===== src/hdl/asd_pkg.sv =====
// Shared types, codes and puncture tables for the adaptive subcarrier depuncturer.
package asd_pkg;

    // Width of a carrier index carried between the front and back parts
    localparam int IDX_W = 10;

    // Result status codes
    localparam logic [1:0] STAT_OK         = 2'd0;
    localparam logic [1:0] STAT_BAD_MODE   = 2'd1;
    localparam logic [1:0] STAT_NO_CARRIER = 2'd2;

    // Input kinds (tuser of the input channel)
    localparam logic REQ_MAP  = 1'b0;
    localparam logic REQ_DATA = 1'b1;

    localparam logic [3:0] MODE_MAX = 4'd9;

    // Command kinds queued from the front to the back
    typedef enum logic [1:0] {
        CMD_WRITE,
        CMD_ERR,
        CMD_DATA
    } cmd_kind_t;

    typedef struct packed {
        cmd_kind_t        kind;
        logic [IDX_W-1:0] idx;
        logic [3:0]       mode;
        logic [7:0]       data;
    } cmd_t;

    // Back-end sequencer states
    typedef enum logic [2:0] {
        S_CLEAR,
        S_IDLE,
        S_RD,
        S_CHK,
        S_EMIT
    } state_t;

    // Pattern repetitions per carrier for each mode
    function automatic logic [3:0] mode_rep(input logic [3:0] m);
        logic [3:0] r;
        case (m)
            4'd1: r = 4'd2;
            4'd2: r = 4'd4;
            4'd3: r = 4'd1;
            4'd4: r = 4'd8;
            4'd5: r = 4'd2;
            4'd6: r = 4'd4;
            4'd7: r = 4'd3;
            4'd8: r = 4'd2;
            4'd9: r = 4'd4;
            default: r = 4'd1;
        endcase
        return r;
    endfunction

    // Pattern length per mode
    function automatic logic [3:0] mode_len(input logic [3:0] m);
        logic [3:0] l;
        case (m)
            4'd1, 4'd2, 4'd4:        l = 4'd1;
            4'd3, 4'd5, 4'd7, 4'd9:  l = 4'd6;
            4'd6:                    l = 4'd4;
            4'd8:                    l = 4'd10;
            default:                 l = 4'd1;
        endcase
        return l;
    endfunction

    // Bit k set: pattern position k carries a received byte
    function automatic logic [9:0] mode_pat(input logic [3:0] m);
        logic [9:0] p;
        case (m)
            4'd3, 4'd5, 4'd7, 4'd9:  p = 10'h01B;
            4'd6:                    p = 10'h00B;
            4'd8:                    p = 10'h19B;
            default:                 p = 10'h001;
        endcase
        return p;
    endfunction

endpackage


===== src/hdl/asd_front.sv =====
// Front part: accepts input transactions and classifies them into commands.
module asd_front
    import asd_pkg::*;
#(
    parameter int CARRIERS = 256
) (
    input  logic        aclk,
    input  logic        aresetn,
    input  logic        s_tvalid,
    output logic        s_tready,
    input  logic [23:0] s_tdata,    // [7:0] carrier_index, [11:8] carrier_mode,
                                    // [19:12] data_byte, [23:20] zero
    input  logic        s_tuser,    // [0] req_type
    output logic        cmd_valid,
    input  logic        cmd_ready,
    output cmd_t        cmd
);

    logic       valid_reg, valid_next;
    cmd_t       cmd_reg, cmd_next;
    logic [7:0] in_idx;
    logic [3:0] in_mode;
    logic [7:0] in_data;
    logic       in_take;
    logic       idx_ok;

    assign in_idx  = s_tdata[7:0];
    assign in_mode = s_tdata[11:8];
    assign in_data = s_tdata[19:12];

    assign s_tready = !valid_reg || cmd_ready;
    assign in_take  = s_tvalid && s_tready;
    assign idx_ok   = 32'(in_idx) < 32'(CARRIERS);

    // Classify: bad mode, map write, out-of-range write (dropped), data byte
    always_comb begin
        valid_next = valid_reg && !cmd_ready;
        cmd_next   = cmd_reg;
        if (in_take) begin
            cmd_next.idx  = IDX_W'(in_idx);
            cmd_next.mode = in_mode;
            cmd_next.data = in_data;
            if (s_tuser == REQ_DATA) begin
                cmd_next.kind = CMD_DATA;
                valid_next    = 1'b1;
            end else if (in_mode > MODE_MAX) begin
                cmd_next.kind = CMD_ERR;
                valid_next    = 1'b1;
            end else begin
                cmd_next.kind = CMD_WRITE;
                valid_next    = idx_ok;
            end
        end
    end

    always_ff @(posedge aclk) begin
        if (!aresetn) begin
            valid_reg <= 1'b0;
        end else begin
            valid_reg <= valid_next;
        end
        cmd_reg <= cmd_next;
    end

    assign cmd_valid = valid_reg;
    assign cmd       = cmd_reg;

endmodule


===== src/hdl/asd_queue.sv =====
// Two-entry command queue between the front and back parts.
module asd_queue
    import asd_pkg::*;
(
    input  logic aclk,
    input  logic aresetn,
    input  logic in_valid,
    output logic in_ready,
    input  cmd_t in_cmd,
    output logic out_valid,
    input  logic out_pop,
    output cmd_t out_cmd
);

    cmd_t       slot_reg [2];
    logic       wr_ptr_reg, wr_ptr_next;
    logic       rd_ptr_reg, rd_ptr_next;
    logic [1:0] count_reg, count_next;
    logic       push;
    logic       pop;

    assign in_ready  = count_reg != 2'd2;
    assign out_valid = count_reg != 2'd0;
    assign push      = in_valid && in_ready;
    assign pop       = out_pop && out_valid;
    assign out_cmd   = slot_reg[rd_ptr_reg];

    // Advance pointers and occupancy
    always_comb begin
        wr_ptr_next = push ? !wr_ptr_reg : wr_ptr_reg;
        rd_ptr_next = pop ? !rd_ptr_reg : rd_ptr_reg;
        count_next  = count_reg;
        if (push && !pop) begin
            count_next = count_reg + 2'd1;
        end else if (pop && !push) begin
            count_next = count_reg - 2'd1;
        end
    end

    always_ff @(posedge aclk) begin
        if (!aresetn) begin
            wr_ptr_reg <= 1'b0;
            rd_ptr_reg <= 1'b0;
            count_reg  <= 2'd0;
        end else begin
            wr_ptr_reg <= wr_ptr_next;
            rd_ptr_reg <= rd_ptr_next;
            count_reg  <= count_next;
        end
        if (push) begin
            slot_reg[wr_ptr_reg] <= in_cmd;
        end
    end

endmodule


===== src/hdl/asd_back.sv =====
// Back part: mode map memory, carrier scan and depunctured byte emission.
module asd_back
    import asd_pkg::*;
#(
    parameter int CARRIERS = 256
) (
    input  logic       aclk,
    input  logic       aresetn,
    input  logic [7:0] fill_value,
    input  logic       cmd_valid,
    output logic       cmd_pop,
    input  cmd_t       cmd,
    output logic       m_tvalid,
    input  logic       m_tready,
    output logic [7:0] m_tdata,     // [7:0] out_byte
    output logic       m_tlast,     // last_of_symbol
    output logic [2:0] m_tuser      // [0] is_fill, [2:1] status
);

    localparam int AW = (CARRIERS > 1) ? $clog2(CARRIERS) : 1;
    localparam int PW = AW + 1;
    localparam logic [PW-1:0] CARR_P = PW'(CARRIERS);

    logic [3:0] mem [CARRIERS];
    logic [3:0] rd_data_reg;
    logic          mem_we;
    logic [AW-1:0] mem_wa;
    logic [3:0]    mem_wd;

    state_t        state_reg, state_next;
    logic [PW-1:0] clr_ptr_reg, clr_ptr_next;
    logic [PW-1:0] scan_ptr_reg, scan_ptr_next;
    logic          find_next_reg, find_next_next;
    logic [AW-1:0] cur_reg, cur_next;
    logic [2:0]    rep_reg, rep_next;
    logic [3:0]    pos_reg, pos_next;
    logic [7:0]    byte_reg, byte_next;
    logic [1:0]    stat_reg, stat_next;
    logic [1:0]    n_reg, n_next;
    logic [1:0]    slot_reg, slot_next;
    logic          last_reg, last_next;

    logic          m_valid_reg, m_valid_next;
    logic [7:0]    m_data_reg, m_data_next;
    logic          m_fill_reg, m_fill_next;
    logic          m_last_reg, m_last_next;
    logic [1:0]    m_stat_reg, m_stat_next;

    logic          out_free;
    logic [PW-1:0] scan_inc;

    // Pattern plan for the carrier found under the scan pointer
    logic [3:0] p_len;
    logic [3:0] p_rep;
    logic [9:0] p_pat;
    logic [3:0] p_pos;
    logic [2:0] p_repc;
    logic [3:0] p_walk;
    logic [1:0] p_fills;
    logic       p_stop;
    logic       p_wrap;
    logic [3:0] p_rep_inc;
    logic       p_done;

    assign out_free = !m_valid_reg || m_tready;
    assign scan_inc = scan_ptr_reg + PW'(1);

    // Walk the pattern from the current position: data byte, then fills
    always_comb begin
        p_len  = mode_len(rd_data_reg);
        p_rep  = mode_rep(rd_data_reg);
        p_pat  = mode_pat(rd_data_reg);
        p_pos  = (pos_reg >= p_len) ? 4'd0 : pos_reg;
        p_repc = ({1'b0, rep_reg} >= p_rep) ? 3'd0 : rep_reg;
        p_walk  = p_pos + 4'd1;
        p_fills = 2'd0;
        p_stop  = 1'b0;
        for (int k = 0; k < 2; k++) begin
            if (!p_stop) begin
                if (p_walk >= p_len) begin
                    p_stop = 1'b1;
                end else if (p_pat[p_walk]) begin
                    p_stop = 1'b1;
                end else begin
                    p_fills = p_fills + 2'd1;
                    p_walk  = p_walk + 4'd1;
                end
            end
        end
        p_wrap    = p_walk >= p_len;
        p_rep_inc = {1'b0, p_repc} + 4'd1;
        p_done    = p_wrap && (p_rep_inc >= p_rep);
    end

    // Sequencer: clear pass, command dispatch, carrier scan, emission
    always_comb begin
        state_next     = state_reg;
        clr_ptr_next   = clr_ptr_reg;
        scan_ptr_next  = scan_ptr_reg;
        find_next_next = find_next_reg;
        cur_next       = cur_reg;
        rep_next       = rep_reg;
        pos_next       = pos_reg;
        byte_next      = byte_reg;
        stat_next      = stat_reg;
        n_next         = n_reg;
        slot_next      = slot_reg;
        last_next      = last_reg;
        m_valid_next   = m_valid_reg && !m_tready;
        m_data_next    = m_data_reg;
        m_fill_next    = m_fill_reg;
        m_last_next    = m_last_reg;
        m_stat_next    = m_stat_reg;
        mem_we         = 1'b0;
        mem_wa         = clr_ptr_reg[AW-1:0];
        mem_wd         = 4'd0;
        cmd_pop        = 1'b0;

        case (state_reg)
            S_CLEAR: begin
                mem_we       = 1'b1;
                clr_ptr_next = clr_ptr_reg + PW'(1);
                if (clr_ptr_reg == CARR_P - PW'(1)) begin
                    state_next = S_IDLE;
                end
            end
            S_IDLE: begin
                if (cmd_valid) begin
                    cmd_pop   = 1'b1;
                    slot_next = 2'd0;
                    case (cmd.kind)
                        CMD_WRITE: begin
                            mem_we   = 1'b1;
                            mem_wa   = cmd.idx[AW-1:0];
                            mem_wd   = cmd.mode;
                            cur_next = '0;
                            rep_next = 3'd0;
                            pos_next = 4'd0;
                        end
                        CMD_ERR: begin
                            byte_next  = 8'd0;
                            stat_next  = STAT_BAD_MODE;
                            n_next     = 2'd1;
                            last_next  = 1'b0;
                            state_next = S_EMIT;
                        end
                        CMD_DATA: begin
                            byte_next      = cmd.data;
                            stat_next      = STAT_OK;
                            scan_ptr_next  = PW'(cur_reg);
                            find_next_next = 1'b0;
                            state_next     = S_RD;
                        end
                        default: begin
                            state_next = S_IDLE;
                        end
                    endcase
                end
            end
            S_RD: begin
                state_next = S_CHK;
            end
            S_CHK: begin
                if (rd_data_reg != 4'd0) begin
                    if (find_next_reg) begin
                        // Next used carrier found: symbol continues
                        cur_next   = scan_ptr_reg[AW-1:0];
                        last_next  = 1'b0;
                        state_next = S_EMIT;
                    end else begin
                        cur_next  = scan_ptr_reg[AW-1:0];
                        n_next    = p_fills + 2'd1;
                        last_next = 1'b0;
                        pos_next  = p_wrap ? 4'd0 : p_walk;
                        rep_next  = p_done ? 3'd0 : (p_wrap ? p_rep_inc[2:0] : p_repc);
                        if (!p_done) begin
                            state_next = S_EMIT;
                        end else if (scan_inc >= CARR_P) begin
                            cur_next   = '0;
                            last_next  = 1'b1;
                            state_next = S_EMIT;
                        end else begin
                            scan_ptr_next  = scan_inc;
                            find_next_next = 1'b1;
                            state_next     = S_RD;
                        end
                    end
                end else if (scan_inc >= CARR_P) begin
                    if (find_next_reg) begin
                        // No further used carrier: end of symbol
                        cur_next   = '0;
                        last_next  = 1'b1;
                        state_next = S_EMIT;
                    end else begin
                        byte_next  = 8'd0;
                        stat_next  = STAT_NO_CARRIER;
                        n_next     = 2'd1;
                        last_next  = 1'b0;
                        state_next = S_EMIT;
                    end
                end else begin
                    scan_ptr_next = scan_inc;
                    state_next    = S_RD;
                end
            end
            S_EMIT: begin
                if (out_free) begin
                    m_valid_next = 1'b1;
                    if (slot_reg == 2'd0) begin
                        m_data_next = byte_reg;
                        m_fill_next = 1'b0;
                        m_stat_next = stat_reg;
                    end else begin
                        m_data_next = fill_value;
                        m_fill_next = 1'b1;
                        m_stat_next = STAT_OK;
                    end
                    m_last_next = last_reg && (slot_reg == n_reg - 2'd1);
                    slot_next   = slot_reg + 2'd1;
                    if (slot_reg == n_reg - 2'd1) begin
                        state_next = S_IDLE;
                    end
                end
            end
            default: begin
                state_next = S_IDLE;
            end
        endcase
    end

    // Mode map memory: one write port, one registered read port
    always_ff @(posedge aclk) begin
        if (mem_we) begin
            mem[mem_wa] <= mem_wd;
        end
        rd_data_reg <= mem[scan_ptr_reg[AW-1:0]];
    end

    always_ff @(posedge aclk) begin
        if (!aresetn) begin
            state_reg     <= S_CLEAR;
            clr_ptr_reg   <= '0;
            cur_reg       <= '0;
            rep_reg       <= 3'd0;
            pos_reg       <= 4'd0;
            find_next_reg <= 1'b0;
            m_valid_reg   <= 1'b0;
        end else begin
            state_reg     <= state_next;
            clr_ptr_reg   <= clr_ptr_next;
            cur_reg       <= cur_next;
            rep_reg       <= rep_next;
            pos_reg       <= pos_next;
            find_next_reg <= find_next_next;
            m_valid_reg   <= m_valid_next;
        end
        scan_ptr_reg <= scan_ptr_next;
        byte_reg     <= byte_next;
        stat_reg     <= stat_next;
        n_reg        <= n_next;
        slot_reg     <= slot_next;
        last_reg     <= last_next;
        m_data_reg   <= m_data_next;
        m_fill_reg   <= m_fill_next;
        m_last_reg   <= m_last_next;
        m_stat_reg   <= m_stat_next;
    end

    assign m_tvalid = m_valid_reg;
    assign m_tdata  = m_data_reg;
    assign m_tlast  = m_last_reg;
    assign m_tuser  = {m_stat_reg, m_fill_reg};

    // No command leaves the queue before the clear pass is done
    a_no_pop_in_clear: assert property (@(posedge aclk) disable iff (!aresetn)
        state_reg == S_CLEAR |-> !cmd_pop)
        else $error("command taken during clear pass");

    // A symbol end or a fill byte only ever comes with good status
    a_last_ok: assert property (@(posedge aclk) disable iff (!aresetn)
        m_valid_reg && (m_last_reg || m_fill_reg) |-> m_stat_reg == STAT_OK)
        else $error("symbol end or fill with error status");

    // Pattern position stays inside the longest pattern
    a_pos_range: assert property (@(posedge aclk) disable iff (!aresetn)
        pos_reg <= 4'd9)
        else $error("pattern position out of range");

    // Scan reads stay inside the map
    a_scan_range: assert property (@(posedge aclk) disable iff (!aresetn)
        state_reg == S_RD |-> scan_ptr_reg < CARR_P)
        else $error("scan pointer beyond carriers");

    // Emission slot stays below the planned byte count
    a_emit_len: assert property (@(posedge aclk) disable iff (!aresetn)
        state_reg == S_EMIT |-> n_reg != 2'd0 && slot_reg < n_reg)
        else $error("emission slot beyond planned count");

endmodule


===== src/hdl/adaptive_subcarrier_depuncturer.sv =====
// A data byte is handled in order: the mode map is read for each scanned entry, then its
// output bytes are emitted; when a carrier's last repetition ends, the next used carrier is scanned for first.
// The back part takes one data byte at a time and no new command until its last output byte is
// out; the mode map has a single read port, and output bytes go out one a cycle unless m_tready stalls.
// Reset (aresetn low, synchronous): clears control state and fill value, then a clear
// pass zeroes all CARRIERS entries of the mode map; inputs are queued but not processed.
module adaptive_subcarrier_depuncturer
    import asd_pkg::*;
#(
    parameter int CARRIERS = 256
) (
    input  logic        aclk,
    input  logic        aresetn,
    input  logic        cfg_we,
    input  logic [7:0]  cfg_wdata,  // fill_value
    input  logic        s_tvalid,
    output logic        s_tready,
    input  logic [23:0] s_tdata,    // [7:0] carrier_index, [11:8] carrier_mode,
                                    // [19:12] data_byte, [23:20] zero
    input  logic        s_tuser,    // [0] req_type
    output logic        m_tvalid,
    input  logic        m_tready,
    output logic [7:0]  m_tdata,    // [7:0] out_byte
    output logic        m_tlast,    // last_of_symbol
    output logic [2:0]  m_tuser     // [0] is_fill, [2:1] status
);

    logic [7:0] fill_reg;
    logic       f_valid;
    logic       f_ready;
    cmd_t       f_cmd;
    logic       q_valid;
    logic       q_pop;
    cmd_t       q_cmd;

    // Hold the fill value register
    always_ff @(posedge aclk) begin
        if (!aresetn) begin
            fill_reg <= 8'd0;
        end else if (cfg_we) begin
            fill_reg <= cfg_wdata;
        end
    end

    asd_front #(.CARRIERS(CARRIERS)) u_front (
        .aclk      (aclk),
        .aresetn   (aresetn),
        .s_tvalid  (s_tvalid),
        .s_tready  (s_tready),
        .s_tdata   (s_tdata),
        .s_tuser   (s_tuser),
        .cmd_valid (f_valid),
        .cmd_ready (f_ready),
        .cmd       (f_cmd)
    );

    asd_queue u_queue (
        .aclk      (aclk),
        .aresetn   (aresetn),
        .in_valid  (f_valid),
        .in_ready  (f_ready),
        .in_cmd    (f_cmd),
        .out_valid (q_valid),
        .out_pop   (q_pop),
        .out_cmd   (q_cmd)
    );

    asd_back #(.CARRIERS(CARRIERS)) u_back (
        .aclk       (aclk),
        .aresetn    (aresetn),
        .fill_value (fill_reg),
        .cmd_valid  (q_valid),
        .cmd_pop    (q_pop),
        .cmd        (q_cmd),
        .m_tvalid   (m_tvalid),
        .m_tready   (m_tready),
        .m_tdata    (m_tdata),
        .m_tlast    (m_tlast),
        .m_tuser    (m_tuser)
    );

endmodule


===== config.mk =====
export PLATFORM = sky130hd
export DESIGN_NAME = adaptive_subcarrier_depuncturer
export DESIGN_NICKNAME = d
export VERILOG_FILES = /design/src/hdl/asd_pkg.sv /design/src/hdl/asd_front.sv /design/src/hdl/asd_queue.sv /design/src/hdl/asd_back.sv /design/src/hdl/adaptive_subcarrier_depuncturer.sv
export SDC_FILE = /design/constraint.sdc
export NUM_CORES = 2
export LEC_CHECK = 0
export BUFFER_PORTS_ARGS = -buffer_cell sky130_fd_sc_hd__buf_2
export CORE_MARGIN = 3
export CORE_UTILIZATION = 45
export DETAILED_ROUTE_END_ITERATION = 7
export PLACE_DENSITY_LB_ADDON = 0.05
export SLEW_MARGIN = 10
export SYNTH_ARGS = -nofsm -noshare
export SYNTH_HDL_FRONTEND = slang
export SYNTH_HIERARCHICAL = 1
export SYNTH_SLANG_ARGS = --single-unit

===== constraint.sdc =====
create_clock -name aclk -period 22.2 [get_ports aclk]
set_clock_uncertainty 0.2 [all_clocks]
set_input_delay 1.11 -clock aclk [delete_from_list [all_inputs] [get_ports aclk]]
set_output_delay 1.11 -clock aclk [all_outputs]
set_load 0.03 [all_outputs]

==> results_dict.tcl <==
set metrics [dict create \
    status "finished, final reports clean" \
    post_cts_buffers 0 \
    wirelength_mm 112 \
    p_sw_share_pct 20.2 \
    required_ns 22.41 \
    timing.rr.start "u_back/rd_data_reg[0]" \
    rsz0062_at_grt "false" \
    critPathLaunchType "flip-flop" \
    internal_power_mw 3.65 \
    post-dp-hpwl_mm 63.9 \
    fmax_ghz 0.108 \
    cts_root_buffer "clkbuf_16" \
    worstSetupStartpoint "u_back/rd_data_reg[0]" \
    r2r_end "u_back/scan_ptr_reg[7]" \
    cts_hold_buf 0 \
    slew_headroom_pct 17.0 \
    core-area_um2 104000 \
    first_iter_violations 2062 \
    antenna_found_initial 3 \
    grt_pass1_vias 24200 \
    fin_ws_ns 12.98 \
    n_fill_cell 8329 \
    worst_pin_slew_ns 1.24 \
    powerDensity_nw_per_um2 85.6 \
    area_growth_pct 12.3 \
    syn_nets 2509 \
    setup_violations 0 \
    clock_path_buffers 3 \
    critPathMostFrequentCell "ha_1" \
    drive_above_1_share_pct 25.6 \
    n_antenna_cell 0 \
    post-route-period-util_pct 41.5 \
    nets 2596 \
    grt_pass1_wl_mm 166 \
    synth_warnings 6 \
    clk_pin_slew_ns 0.06 \
    synth_area_um2 47500 \
    drc 0 \
    wl_per_cell_um 28.0 \
    track_usage_pct 20.9 \
    grt-ovfl-total 0 \
    hp-class "reg2reg" \
    p_sw_uw 921 \
    utilization_pct 51.3 \
    htreeDepth 4 \
    cts_tree "built" \
    power_frac_clock_pct 45.0 \
    via_per_inst 5.84 \
    initial_core_util_pct 45.7 \
    critical_path.max_fanout 11 \
    p_leak_nw 14.7 \
    end_kind "flip-flop" \
    slew_violations 0 \
    syn_area_per_cell_um2 19.5 \
    gp_congestion 0.767 \
    pin_count 52 \
    num_vias 23400 \
    antenna_left 0 \
    clk_latency_ns 0.72 \
    cts_buffers 131 \
    r2r_cells 38 \
    grt_max_degree 257 \
    cp.arrival_ns 9.43 \
    dr.pass1.iters 5 \
    pwr-share-comb_pct 2.2 \
    numPortBuffers 47 \
    seqPwrFrac_pct 52.7 \
    syn-instance-count 2432 \
    std_cell_rows 118 \
    place_ws_ns 13.05 \
    largest_reg_flops 1024 \
    die-area_um2 110000 \
    fin_crit_ns 9.22 \
    die_h_um 331 \
    cpPeakStageDelay_ns 0.47 \
    cpMaxStageDelayCell "nor2_2" \
    r2r_slack_ns 12.98 \
    cp-endpoint "u_back/scan_ptr_reg[7]" \
    post_cts_resized 0 \
    setup_tns_ns 0 \
    vdd_drop_max_v 0.0000656 \
    hold_viol_final 0 \
    drv_cap 0 \
    die_w_um 331 \
    clock_sinks 1173 \
    critPathKind "reg2reg" \
]
-- power groups by stage --
stage	registers, mW	logic [mW]	clock network (mW)
6_report	2.41	0.102	2.06
5_1_grt	2.41	0.112	2.20
4_1_cts	2.41	0.103	2.12
3_5_place_dp	2.46	0.102	0
3_3_place_gp	2.46	0.100	0
2_1_floorplan	2.45	0.0694	0
-- metal layers --
metal	share of wire, %	global-route usage [%]	routed length (µm)	vias to the layer above
met2	49	33.9	54900	683
li1	-	-	-	10000
met1	43	28.9	47500	12400
met5	0	0	0	-
met3	5.6	3.95	6220	183
met4	2.8	6.68	3090	0
-- per-stage QoR --
step                total power, mW  cell area [µm²]  hold slack [ns]  instances
global placement               2.56            49300            0.222       3765
global route                   4.72            53400            0.257       3996
floorplan                      2.52            47500            0.221       2432
detailed placement             2.56            49300            0.231       3765
CTS                            4.63            53400            0.244       3995
finish                         4.57            53400            0.242       3996
-- cell usage in the layout (no fill, tap or decap), types with 33 or more instances in the layout --
cell type / instances
buf_4: 36
inv_1: 33
ha_1: 39
dfxtp_1: 47
mux4_2: 339
edfxtp_1: 1126
nand2_1: 81
buf_2: 47
clkbuf_16: 134
nor2_1: 303
clkbuf_1: 35
-- worst min path at each step --
| stage | from | to | slack (ns) | cells past startpoint |
|---|---|---|---|---|
| after floorplan | u_front/cmd[0] | u_queue/slot_reg[0][0] | 0.22 | 0 |
| after global placement | u_front/cmd[11] | u_queue/slot_reg[0][11] | 0.22 | 0 |
| after detailed placement | u_front/cmd[4] | u_queue/slot_reg[0][4] | 0.23 | 0 |
| after CTS | u_front/cmd[4] | u_queue/slot_reg[0][4] | 0.24 | 0 |
| after global routing | u_front/cmd[11] | u_queue/slot_reg[0][11] | 0.26 | 0 |
| final | u_front/cmd[4] | u_queue/slot_reg[0][4] | 0.24 | 0 |
-- critical path, delay by kind of cell (launching register included) --
| kind | cells | cell delay, ns |
|---|---|---|
| buffers and inverters | 6 | 0.87 |
| adders and majority gates | 6 | 1.76 |
| xor gates and xnor gates | 2 | 0.60 |
| muxes | 1 | 0.38 |
| AOI/OAI and AO/OA | 13 | 2.84 |
| and+or+nand+nor | 10 | 1.88 |
| DFF | 1 | 0.36 |
-- layout make-up --
cell class              count  area, µm²  area share (%)
multi-input cells        1089      12100            22.7
repair buffers             88        613            1.15
inverters                  36        135           0.253
clock buffers             171       3510            6.58
flip-flops and latches   1173      34800            65.1
well taps                1380       1730            3.23
clock inverters            59        554            1.04
Power figures use the tool's default switching activity.
